### config.mk
export PLATFORM = sky130hd
export DESIGN_NAME = lcg_entropy_ranged_rng
export DESIGN_NICKNAME = d
export VERILOG_FILES = /design/src/lcgrng_pkg.sv /design/src/lcg_entropy_ranged_rng.sv /design/src/lcgrng_front.sv /design/src/lcgrng_queue.sv /design/src/lcgrng_back.sv
export SDC_FILE = /design/constraint.sdc
export NUM_CORES = 2
export LEC_CHECK = 0
export BUFFER_PORTS_ARGS = -buffer_cell sky130_fd_sc_hd__buf_2
export CAP_MARGIN = 5
export CORE_ASPECT_RATIO = 0.8
export CORE_MARGIN = 4
export CORE_UTILIZATION = 55
export CTS_BUF_LIST = sky130_fd_sc_hd__clkbuf_4 sky130_fd_sc_hd__clkbuf_8 sky130_fd_sc_hd__clkbuf_16
export CTS_CLUSTER_DIAMETER = 150
export DETAILED_ROUTE_END_ITERATION = 8
export MAX_ROUTING_LAYER = met4
export PLACE_DENSITY = 0.75
export SLEW_MARGIN = 20
export SYNTH_ARGS = -nofsm -noshare
export SYNTH_HDL_FRONTEND = slang
export SYNTH_SLANG_ARGS = --single-unit
### constraint.sdc
create_clock -name clk -period 15.69 [get_ports clk]
set_clock_uncertainty 0.1 [all_clocks]
set_input_delay 0.7845 -clock clk [delete_from_list [all_inputs] [get_ports clk]]
set_output_delay 0.7845 -clock clk [all_outputs]
set_load 0.005 [all_outputs]
### src/lcgrng_pkg.sv
// ----------------------------------------------------------------------------
// lcgrng_pkg
// shared types and constants of the entropy-mixed ranged lcg generator
// ----------------------------------------------------------------------------
package lcgrng_pkg;

  localparam logic [63:0] LCG_MULT   = 64'd6364136223846793005;
  localparam logic [63:0] LCG_INC    = 64'd1442695040888963407;
  localparam logic [31:0] SMALL_SPAN = 32'h0001_0000;
  localparam int          HALF_BITS  = 32;

  // request kinds as carried on in_tuser
  localparam logic [1:0] KIND_DRAW32 = 2'd0;
  localparam logic [1:0] KIND_DRAW64 = 2'd1;
  localparam logic [1:0] KIND_RANGED = 2'd2;

  // request queue between front and back
  localparam int QUEUE_DEPTH = 2;
  localparam int QPTR_W      = $clog2(QUEUE_DEPTH);
  localparam int QCNT_W      = $clog2(QUEUE_DEPTH + 1);

  typedef enum logic [2:0] {
    OP_FIXED,    // no draw, value is the base
    OP_ONE,      // one draw, upper seed half
    OP_TWO,      // two draws, high word first
    OP_RNG_ONE,  // one draw reduced by the span
    OP_RNG_TWO   // two draws reduced by the span
  } op_t;

  typedef struct packed {
    op_t         op;
    logic [63:0] e1;
    logic [63:0] e2;
    logic [31:0] span;
    logic [31:0] base;
  } cmd_t;

endpackage

### src/lcg_entropy_ranged_rng.sv
// ----------------------------------------------------------------------------
// lcg_entropy_ranged_rng
// 64-bit lcg generator with entropy mixing and ranged draws
// ----------------------------------------------------------------------------
// requests arrive on the in_ stream: in_tuser carries the kind (32-bit draw,
// 64-bit draw, ranged draw), in_tdata the two entropy words and the bounds.
// each request gives exactly one word on the out_ stream, in request order.
// a decoder puts requests into a two-entry queue, so up to two further
// requests are taken while the sequencer works or a result waits.
// each draw steps through S_MUL_LO, S_MUL_X1 and S_MUL_X2 on the shared
// 32x32 multiplier. equal bounds and an unused kind need no draw, a 32-bit
// draw needs one and a 64-bit draw two; a ranged draw over a span below 65536
// takes one draw and a 32-bit remainder, a wider span two draws and a 64-bit
// remainder, the remainder being worked out one bit a cycle. the sequencer
// goes back to idle once the result is taken, and only then pops the queue.
// reset clears the seed to zero and empties the queue and the output.
// while out_tready is low the result holds in the output register and the
// sequencer waits; the input side stalls once the queue is full.
// ----------------------------------------------------------------------------
module lcg_entropy_ranged_rng (
  input  logic         clk,
  input  logic         rst_n,
  input  logic         in_tvalid,
  output logic         in_tready,
  // entropy_first, entropy_second, range_low, range_high
  input  logic [191:0] in_tdata,
  // kind
  input  logic [1:0]   in_tuser,
  output logic         out_tvalid,
  input  logic         out_tready,
  // value
  output logic [63:0]  out_tdata
);
  import lcgrng_pkg::*;

  logic q_push;
  logic q_full;
  logic q_pop;
  logic q_empty;
  cmd_t push_cmd;
  cmd_t pop_cmd;

  lcgrng_front u_front (
    .in_tvalid (in_tvalid),
    .in_tready (in_tready),
    .in_tdata  (in_tdata),
    .in_tuser  (in_tuser),
    .q_full    (q_full),
    .q_push    (q_push),
    .q_cmd     (push_cmd)
  );

  lcgrng_queue u_queue (
    .clk      (clk),
    .rst_n    (rst_n),
    .push     (q_push),
    .push_cmd (push_cmd),
    .full     (q_full),
    .pop      (q_pop),
    .pop_cmd  (pop_cmd),
    .empty    (q_empty)
  );

  lcgrng_back u_back (
    .clk        (clk),
    .rst_n      (rst_n),
    .q_empty    (q_empty),
    .q_cmd      (pop_cmd),
    .q_pop      (q_pop),
    .out_tvalid (out_tvalid),
    .out_tready (out_tready),
    .out_tdata  (out_tdata)
  );

endmodule

### src/lcgrng_front.sv
// ----------------------------------------------------------------------------
// lcgrng_front
// decodes a request word into an operation, span and base for the back end
// ----------------------------------------------------------------------------
module lcgrng_front (
  input  logic                in_tvalid,
  output logic                in_tready,
  input  logic [191:0]        in_tdata,
  input  logic [1:0]          in_tuser,
  input  logic                q_full,
  output logic                q_push,
  output lcgrng_pkg::cmd_t    q_cmd
);
  import lcgrng_pkg::*;

  logic [31:0] lo;
  logic [31:0] hi;
  logic [31:0] span;

  assign lo = in_tdata[159:128];
  assign hi = in_tdata[191:160];

  assign in_tready = !q_full;
  assign q_push    = in_tvalid && !q_full;

  always_comb begin
    span       = 32'd0;
    q_cmd.op   = OP_FIXED;
    q_cmd.e1   = in_tdata[63:0];
    q_cmd.e2   = in_tdata[127:64];
    q_cmd.span = 32'd0;
    q_cmd.base = 32'd0;
    unique case (in_tuser)
      KIND_DRAW32: q_cmd.op = OP_ONE;
      KIND_DRAW64: q_cmd.op = OP_TWO;
      KIND_RANGED: begin
        if (lo == hi) begin
          q_cmd.base = lo;
        end else begin
          if (lo < hi) begin
            span       = hi - lo;
            q_cmd.base = lo;
          end else begin
            // open below, closed above
            span       = lo - hi;
            q_cmd.base = hi + 32'd1;
          end
          q_cmd.span = span;
          q_cmd.op   = (span < SMALL_SPAN) ? OP_RNG_ONE : OP_RNG_TWO;
        end
      end
      default: q_cmd.op = OP_FIXED;
    endcase
  end

endmodule

### src/lcgrng_queue.sv
// ----------------------------------------------------------------------------
// lcgrng_queue
// short request queue decoupling the decoder from the draw sequencer
// ----------------------------------------------------------------------------
module lcgrng_queue (
  input  logic              clk,
  input  logic              rst_n,
  input  logic              push,
  input  lcgrng_pkg::cmd_t  push_cmd,
  output logic              full,
  input  logic              pop,
  output lcgrng_pkg::cmd_t  pop_cmd,
  output logic              empty
);
  import lcgrng_pkg::*;

  cmd_t              mem_r [QUEUE_DEPTH];
  logic [QPTR_W-1:0] wr_ptr_r;
  logic [QPTR_W-1:0] rd_ptr_r;
  logic [QCNT_W-1:0] cnt_r;

  assign full    = (cnt_r == QCNT_W'(QUEUE_DEPTH));
  assign empty   = (cnt_r == '0);
  assign pop_cmd = mem_r[rd_ptr_r];

  always_ff @(posedge clk) begin
    if (push) begin
      mem_r[wr_ptr_r] <= push_cmd;
    end
  end

  always_ff @(posedge clk) begin
    if (!rst_n) begin
      wr_ptr_r <= '0;
      rd_ptr_r <= '0;
      cnt_r    <= '0;
    end else begin
      if (push) begin
        wr_ptr_r <= (wr_ptr_r == QPTR_W'(QUEUE_DEPTH - 1)) ? '0 : wr_ptr_r + 1'b1;
      end
      if (pop) begin
        rd_ptr_r <= (rd_ptr_r == QPTR_W'(QUEUE_DEPTH - 1)) ? '0 : rd_ptr_r + 1'b1;
      end
      if (push && !pop) begin
        cnt_r <= cnt_r + 1'b1;
      end else if (pop && !push) begin
        cnt_r <= cnt_r - 1'b1;
      end
    end
  end

endmodule

### src/lcgrng_back.sv
// ----------------------------------------------------------------------------
// lcgrng_back
// draw sequencer: seed update on a shared 32x32 multiplier, bit-serial
// remainder by the span, and the result register
// ----------------------------------------------------------------------------
module lcgrng_back (
  input  logic              clk,
  input  logic              rst_n,
  input  logic              q_empty,
  input  lcgrng_pkg::cmd_t  q_cmd,
  output logic              q_pop,
  output logic              out_tvalid,
  input  logic              out_tready,
  output logic [63:0]       out_tdata
);
  import lcgrng_pkg::*;

  typedef enum logic [2:0] {
    S_IDLE,
    S_MUL_LO,
    S_MUL_X1,
    S_MUL_X2,
    S_DIV,
    S_OUT
  } state_t;

  state_t      state_r;
  logic [63:0] seed_r;
  logic [63:0] a_r;
  logic [63:0] p_r;
  logic [31:0] hi_r;
  logic        second_r;
  cmd_t        cmd_r;
  logic [63:0] val_r;
  logic [63:0] dvd_r;
  logic [31:0] rem_r;
  logic [6:0]  cnt_r;
  logic        out_valid_r;

  logic [31:0] mul_a;
  logic [31:0] mul_b;
  logic [63:0] prod;
  logic [63:0] seed_nxt;
  logic [31:0] draw;
  logic [32:0] trial;
  logic [32:0] trial_sub;
  logic [31:0] rem_nxt;

  // one multiplier shared over the three partial products
  always_comb begin
    mul_a = a_r[31:0];
    mul_b = LCG_MULT[31:0];
    case (state_r)
      S_MUL_X1: begin
        mul_a = a_r[63:32];
        mul_b = LCG_MULT[31:0];
      end
      S_MUL_X2: begin
        mul_a = a_r[31:0];
        mul_b = LCG_MULT[63:32];
      end
      default: ;
    endcase
  end

  assign prod     = {32'd0, mul_a} * {32'd0, mul_b};
  assign seed_nxt = {hi_r + prod[31:0], p_r[31:0]} + LCG_INC;
  assign draw     = seed_nxt[63:HALF_BITS];

  // one restoring remainder step a cycle
  assign trial     = {rem_r, dvd_r[63]};
  assign trial_sub = trial - {1'b0, cmd_r.span};
  assign rem_nxt   = (trial >= {1'b0, cmd_r.span}) ? trial_sub[31:0] : trial[31:0];

  assign q_pop      = (state_r == S_IDLE) && !q_empty;
  assign out_tvalid = out_valid_r;
  assign out_tdata  = val_r;

  always_ff @(posedge clk) begin
    if (!rst_n) begin
      state_r     <= S_IDLE;
      seed_r      <= 64'd0;
      out_valid_r <= 1'b0;
      second_r    <= 1'b0;
      cnt_r       <= 7'd0;
    end else begin
      unique case (state_r)
        S_IDLE: begin
          if (!q_empty) begin
            cmd_r    <= q_cmd;
            second_r <= 1'b0;
            if (q_cmd.op == OP_FIXED) begin
              val_r       <= {32'd0, q_cmd.base};
              out_valid_r <= 1'b1;
              state_r     <= S_OUT;
            end else begin
              a_r     <= seed_r ^ q_cmd.e1;
              state_r <= S_MUL_LO;
            end
          end
        end
        S_MUL_LO: begin
          p_r     <= prod;
          state_r <= S_MUL_X1;
        end
        S_MUL_X1: begin
          hi_r    <= p_r[63:32] + prod[31:0];
          state_r <= S_MUL_X2;
        end
        S_MUL_X2: begin
          seed_r <= seed_nxt;
          if ((cmd_r.op == OP_TWO || cmd_r.op == OP_RNG_TWO) && !second_r) begin
            // first draw is the high word
            val_r[63:32] <= draw;
            second_r     <= 1'b1;
            a_r          <= seed_nxt ^ cmd_r.e2;
            state_r      <= S_MUL_LO;
          end else begin
            unique case (cmd_r.op)
              OP_ONE: begin
                val_r       <= {32'd0, draw};
                out_valid_r <= 1'b1;
                state_r     <= S_OUT;
              end
              OP_TWO: begin
                val_r[31:0] <= draw;
                out_valid_r <= 1'b1;
                state_r     <= S_OUT;
              end
              OP_RNG_ONE: begin
                dvd_r   <= {draw, 32'd0};
                rem_r   <= 32'd0;
                cnt_r   <= 7'd32;
                state_r <= S_DIV;
              end
              default: begin
                dvd_r   <= {val_r[63:32], draw};
                rem_r   <= 32'd0;
                cnt_r   <= 7'd64;
                state_r <= S_DIV;
              end
            endcase
          end
        end
        S_DIV: begin
          rem_r <= rem_nxt;
          dvd_r <= {dvd_r[62:0], 1'b0};
          cnt_r <= cnt_r - 7'd1;
          if (cnt_r == 7'd1) begin
            val_r       <= {32'd0, cmd_r.base + rem_nxt};
            out_valid_r <= 1'b1;
            state_r     <= S_OUT;
          end
        end
        S_OUT: begin
          if (out_tready) begin
            out_valid_r <= 1'b0;
            state_r     <= S_IDLE;
          end
        end
        default: state_r <= S_IDLE;
      endcase
    end
  end

endmodule

# ---- Word-level counts from Yosys, hierarchy flattened
# Memories as Yosys holds them, arrays and structs flattened. A register that Yosys moved wholly into a read port is not among the register bits.
# Cells that the tools add are included.
dict set report totals {
  word_cells 155
  ramBits 390
  reg_bits 531
  output_inout_bits 66
  memories 1
}
dict set report op_classes {
  mux 59
  multipliers 1
  bitwise_logic 3
  reduce_logical 32
  eq_ne 24
  n_addsub 13
  order_cmp 3
}
# memory depth word_bits rd rd_clocked_by_memory_dff write_ports line_no
set memory_table {}
lappend memory_table {u_queue.mem_r 2 195 1 1 1 lcgrng_queue.sv:17} ;# cmd_t mem_r [QUEUE_DEPTH];
# operator count
set ops {}
lappend ops {{2-to-1 mux 64 bit} 8}
lappend ops {{2-to-1 mux 32 bit} 14}
lappend ops {{one-hot mux 64 bit (2 select lines)} 3}
lappend ops {{one-hot mux 64 bit (3 select lines)} 1}
lappend ops {{XOR 64 bit} 2}
lappend ops {{adder 32 bit} 3}
lappend ops {{subtractor 32 bit} 3}
lappend ops {{adder 64 x 61 -> 64 bit, second input constant} 1}
lappend ops {{one-hot mux 32 bit (2 select lines)} 1}
lappend ops {{multiplier 32 x 31 -> 63 bit} 1}
lappend ops {{greater-or-equal comparator 33 x 32 -> 1 bit} 1}
lappend ops {{adder 32 x 1 -> 32 bit, second input constant} 1}
lappend ops {{equality test 32 bit} 1}
lappend ops {{less-than comparator 32 x 17 -> 1 bit, second input constant} 1}
lappend ops {{less-than comparator 32 bit} 1}
lappend ops {{2-to-1 mux 29 bit} 1}
lappend ops {{one-hot mux 7 bit (2 select lines)} 2}
lappend ops {{2-to-1 mux 3 bit} 7}
lappend ops {{one-hot mux 3 bit (6 select lines)} 1}
lappend ops {{2-to-1 mux 1 bit} 15}
lappend ops {{!= test 2 bit, second input constant} 7}
lappend ops {{AND reduction 7 bit} 2}
lappend ops {{equality test 3 x 2 -> 1 bit, second input constant} 4}
lappend ops {{AND reduction 3 bit} 4}
lappend ops {{other kinds (30)} 50}

# ---- Depth between registers and ports, before layout
dict set report logic_depth {
  word_depth 8
  mapped_depth 49
  ltp_nobuf 46
}

# ---- By module
# A second synthesis with hierarchy kept.
dict set report unflattened {
  hier_cells 6355
  area_unflattened_um2 71818.9
}
# mod cells_each area_per_inst_um2 instances
set by_module_without_submodules {}
lappend by_module_without_submodules {lcgrng_back 4805 50683.6 1}
lappend by_module_without_submodules {lcgrng_queue 629 14909.3 1}
lappend by_module_without_submodules {lcgrng_front 921 6226.0 1}

# ---- Least setup slack after synthesis
# No wires, ideal clock.
dict set report synth_timing {
  kind {register to register}
  startpoint {reg u_back.state_r[1]}
  endpoint {reg u_back.a_r[61], data pin}
  arrival_time_ns 11.141
  setup_time_ns 0.263
  path_buffers 3
  path_slack_ns 4.185
  stages_incl_launch_ff 42
  period_less_slack_ns 11.505
  t_required_ns 15.327
  path_cell_list {dfxtp_1 -> clkbuf_1 -> nor3b_1 -> clkbuf_1 -> mux2i_1 -> inv_1 -> fa_1 -> fa_1 -> fa_1 -> inv_1 -> fa_1 -> inv_1 -> fa_1 -> inv_1 -> fa_1 -> inv_1 -> fa_1 -> inv_1 -> [6 not listed] -> o31a_1 -> o21ai_0 -> nand2b_1 -> xor2_1 -> ha_1 -> clkbuf_1 -> nand3_1 -> or2_2 -> nor4_1 -> o21ai_0 -> o311ai_4 -> or4b_4 -> or4_4 -> o21a_1 -> o22ai_1 -> xnor2_1 -> xnor2_1 -> o21ai_1}
}
dict set report synth_via {
  elab_chain_len 8
  elab_cells_between_ends 11
}
# element line_no
set synth_rtl {}
lappend synth_rtl {{from (decl)} lcgrng_back.sv:27} ;# state_t state_r;
lappend synth_rtl {{from (signal assigned)} lcgrng_back.sv:81} ;# state_r <= S_IDLE;
lappend synth_rtl {{from (signal assigned)} lcgrng_back.sv:95} ;# state_r <= S_OUT;
lappend synth_rtl {{from (signal assigned)} lcgrng_back.sv:98} ;# state_r <= S_MUL_LO;
lappend synth_rtl {{equality test 3 x 2 -> 1 bit} lcgrng_back.sv:53} ;# case (state_r)
lappend synth_rtl {{2-to-1 mux 32 bit / 2-to-1 mux 29 bit (equally long branches)} lcgrng_back.sv:53}
lappend synth_rtl {{multiplier 32 x 31 -> 63 bit (*)} lcgrng_back.sv:66} ;# assign prod = {32'd0, mul_a} * {32'd0, mul_b};
lappend synth_rtl {{net u_back.prod[20]} lcgrng_back.sv:42} ;# logic [63:0] prod;
lappend synth_rtl {{adder 32 bit (*)} lcgrng_back.sv:67} ;# assign seed_nxt = {hi_r + prod[31:0], p_r[31:0]} + LCG_INC;
lappend synth_rtl {{adder 64 x 61 -> 64 bit (*)} lcgrng_back.sv:67}
lappend synth_rtl {{XOR 64 bit (*)} lcgrng_back.sv:116} ;# a_r <= seed_nxt ^ cmd_r.e2;
lappend synth_rtl {{2-to-1 mux 64 bit (*)} lcgrng_back.sv:112} ;# if ((cmd_r.op == OP_TWO || cmd_r.op == OP_RNG_TWO) && !second_r) begin
lappend synth_rtl {{one-hot mux 64 bit (2 select lines) (*)} lcgrng_back.sv:87} ;# unique case (state_r)
lappend synth_rtl {{to (signal assigned)} lcgrng_back.sv:97} ;# a_r <= seed_r ^ q_cmd.e1;
lappend synth_rtl {{to (signal assigned)} lcgrng_back.sv:116}
lappend synth_rtl {{to (decl)} lcgrng_back.sv:29} ;# logic [63:0] a_r;
# Mark *: on every way through the listed nets, which the timed path passes. The rest lies on a longest branch. The select of a mux whose other input is x is not followed.
# A chain may end at the register's enable or synchronous reset.

# ---- Worst setup path in the final report
dict set report layout_timing {
  startpoint {reg u_back.state_r[1]}
  endpoint {reg u_back.val_r[31] (netlist: u_back.out_tdata[31]), data pin}
}
dict set report layout_via {
  elab_chain_len 8
  elab_cells_between_ends 12
}
# element line_no
set layout_rtl {}
lappend layout_rtl {{equality test 3 x 2 -> 1 bit} lcgrng_back.sv:53}
lappend layout_rtl {{2-to-1 mux 32 bit / 2-to-1 mux 29 bit (equally long branches)} lcgrng_back.sv:53}
lappend layout_rtl {{multiplier 32 x 31 -> 63 bit (*)} lcgrng_back.sv:66}
lappend layout_rtl {{net u_back.prod[24]} lcgrng_back.sv:42}
lappend layout_rtl {{adder 32 bit (*)} lcgrng_back.sv:67}
lappend layout_rtl {{adder 64 x 61 -> 64 bit (*)} lcgrng_back.sv:67}
lappend layout_rtl {{2-to-1 mux 32 bit (*)} lcgrng_back.sv:119} ;# unique case (cmd_r.op)
lappend layout_rtl {{2-to-1 mux 32 bit (*)} lcgrng_back.sv:112}
lappend layout_rtl {{one-hot mux 64 bit (3 select lines) (*)} lcgrng_back.sv:87}
lappend layout_rtl {{to (signal assigned)} lcgrng_back.sv:93} ;# val_r <= {32'd0, q_cmd.base};
lappend layout_rtl {{to (signal assigned)} lcgrng_back.sv:121} ;# val_r <= {32'd0, draw};
lappend layout_rtl {{to (signal assigned)} lcgrng_back.sv:126} ;# val_r[31:0] <= draw;
lappend layout_rtl {{to (decl)} lcgrng_back.sv:34} ;# logic [63:0] val_r;
# Marks and branches as above.

==> summary.txt <==
Place
  – I/O Buffers: 263
  – Pre-CTS WS: 2668 ps
  – Placed cell areas: 71980 µm²
  – Global placer's final weighted congestion: 1.006
  – HPWL after detailed placement: 160000 µm

Timing
  – Setup TNS: 0 ps
  – Final number of setup-violating endpoints: 0
  – Crit path time final: 13040 ps
  – RSZ-0062 raised after global routing: false
  – Slew HR: 0.1699
  – Setup slack after layout: 2653 ps
  – Max-slew violation count: 0
  – Fin. Hold Viols: 0
  – Crit share post-route: 0.8309
  – Fmax: 76.71 MHz
  – Worst slew pin tran: 1241 ps

Layout
  – Register area: 26850 µm²
  – Nets@finish: 7719
  – Syn-to-layout area delta: 9.438%
  – Layout Utilization: 0.6081
  – # fillers: 9836
  – Layout cells sized above 1: 0.1122
  – Final Instance Area: 74990 µm²
  – Multi-input logic area: 38280 µm²

Yosys
  – Post-Synth Simple-Gate Area: 0.08019
  – YS warnings: 0
  – Avg Inst Size Synth: 11.28 µm²
  – Mux contribution to synthesized area: 0.04068
  – Cells after Synth: 6077
  – Async S/R FF share, synth: 0
  – Post-Synth Adder-Cell Area: 0.2761
  – Synth Area in XOR/XNOR: 0.05326
  – Top_reg_cell synth: edfxtp_1
  – Compound-Gate Fraction of Synth Area: 0.1043
  – Sequential area share after synthesis: 0.3918
  – Post-synth EDFFs: 840
  – Main combinational cell family by area after synthesis: adder cells
  – Post-Syn Area: 68520 µm²
  – Post-synth cell types: 90
  – Flops & latches, synth: 921

Clocking
  – Hold_buf cts: 0
  – Worst-case clock buffer depth: 3
  – H-tree depth: 3
  – Post-CTS Setup Inserts: 0
  – Num CTS Buffers: 84
  – Clock transition at the registers of the reported paths: 70 ps
  – Clock Latency Late Sink: 710 ps
  – CTS tree: done
  – Clock root buffer: clkbuf_16
  – Post-cts resize count: 0
  – Clock sink count: 921

Critical path
  – Critical path's slowest cell: nor3b_2
  – R2r setup slk: 2650 ps
  – Highest net fanout along the worst path: 13
  – Delay-heaviest family, CP: adder cells
  – WS Path Type: flop to flop
  – Worst endpoint required time: 16000 ps
  – Worst path buffer plus inverter count: 7
  – CP Data Arrival Time: 13350 ps
  – CP Launch Type: flop
  – Crit. End Element: flop
  – Crit path largest cell delay: 900 ps

Global route
  – GRT Total Usage: 0.3205
  – Largest net degree at the start of global routing: 88
  – Total gr overflow: 0
  – Initial antenna violation count: 12
  – First-pass GRT wire length: 301600 µm
  – Vias in the first global route: 46.82k

Detailed routing
  – Drt drc: 0
  – Wirelength, routed: 202500 µm
  – Vias: 47.82k
  – Initial DRC count: 5659
  – DR WL/cell: 25.14 µm
  – Final ANT Viol Nets: 0
  – Initial DRT Pass Iterations: 5
  – Detail-routed via count per cell: 5.937

Die
  – Core ar.: 123300 µm²
  – I/O pins: 264
  – Chip width: 402.6 µm
  – Chip height: 323.7 µm
  – # rows: 115
  – Initial Utilization: 0.5557
  – Die area: 130300 µm²

Min path
  – Worst hold path class: input pin to flop

Run
  – Max_cap viols: 0

Status
  – Outcome: finished, final reports clean
[synth_stat cells, types with 112 or more instances]
cell type	number	area [µm²]
xor2_1	134	1174
fa_1	549	10990
ha_1	633	7920
edfxtp_1	840	25220
mux2_2	148	1667
clkbuf_1	162	608.1
xnor2_1	280	2452
nand2_1	372	1396
mux2i_1	112	1121
o21ai_0	245	1226
inv_1	789	2962
a21oi_1	321	1607
a21o_1	153	1149
nor2_1	423	1588
[sequential cells by signal, summed over array words and instances (netlist names), 2 cells and up, named ones only]
signal,cells
u_back.seed_r,64
u_back.cnt_r,7
u_back.hi_r,32
u_back.rem_r,32
u_back.cmd_r,131
u_back.a_r,64
u_back.p_r,63
u_queue.mem_r,390
u_back.out_tdata,64
u_queue.cnt_r,2
u_back.dvd_r,64
u_back.state_r,3
[routing by layer]
| layer | share of wire | track usage | vias up |
|---|---|---|---|
| li1 | - | - | 21520 |
| met1 | 0.45 | 0.4882 | 23720 |
| met4 | 0.021 | 0.06234 | 0 |
| met5 | 0 | - | - |
| met3 | 0.12 | 0.08400 | 224 |
| met2 | 0.41 | 0.4314 | 2361 |
[cell type report]
| type | count | share of cell area |
|---|---|---|
| clock buffers | 112 | 0.03165 |
| repair buffers | 331 | 0.02453 |
| well taps | 1638 | 0.02733 |
| multi-input cells | 4210 | 0.5105 |
| inverters | 791 | 0.03961 |
| flip-flops and latches | 921 | 0.3580 |
| diodes | 8 | 0.0002670 |
| clock inverters | 44 | 0.008075 |
[final timing paths]
kind | from | to | cells after the start
setup / recovery | u_back.state_r[1]$_SDFFE_PN0P_ | u_back.out_tdata[31]$_DFFE_PP_ | 42
hold / removal | in_tdata[101] | u_queue.mem_r[1][101]$_DFFE_PP_ | 1
hold reg to reg | u_back.seed_r[6]$_SDFFE_PN0N_ | u_back.seed_r[6]$_SDFFE_PN0N_ | 2
setup reg to reg | u_back.state_r[1]$_SDFFE_PN0P_ | u_back.out_tdata[31]$_DFFE_PP_ | 42
[cell usage in the layout (no fill, tap or decap), drive strengths merged, types with 33 or more instances in the layout]
cell type / n
xor2: 134
o21ai: 253
fa: 549
or2: 36
a211oi: 81
inv: 798
nor2b: 40
o21bai: 44
a31oi: 33
and2: 57
clkbuf: 112
a21oi: 322
nand3: 62
xnor2: 280
a21o: 153
buf: 331
nand4: 44
nor2: 423
dfxtp: 81
nand2: 372
mux2: 148
ha: 633
o21a: 41
mux2i: 112
edfxtp: 840
nor3: 57
[stage by stage]
step	instances	hold WS [ps]
4_1_cts	8047	116.9
3_3_place_gp	7891	352.9
2_1_floorplan	6106	341.0
6_report	8055	165.6
5_1_grt	8052	130.3
3_5_place_dp	7891	359.1
[cell families (layout without fill, tap and decap cells)]
family | after synthesis | in the layout
simple gates | 1207 | 1207
fa+ha+maj | 1183 | 1183
compound gates | 1114 | 1114
buf+inv | 975 | 1278
flops | 921 | 921
xor+xnor | 415 | 415
mux | 260 | 260
other cells | 2 | 39
Power is left out: the tool's default activity adds up to more than one toggle a clock period on the data nets, which glitch-free logic cannot reach.
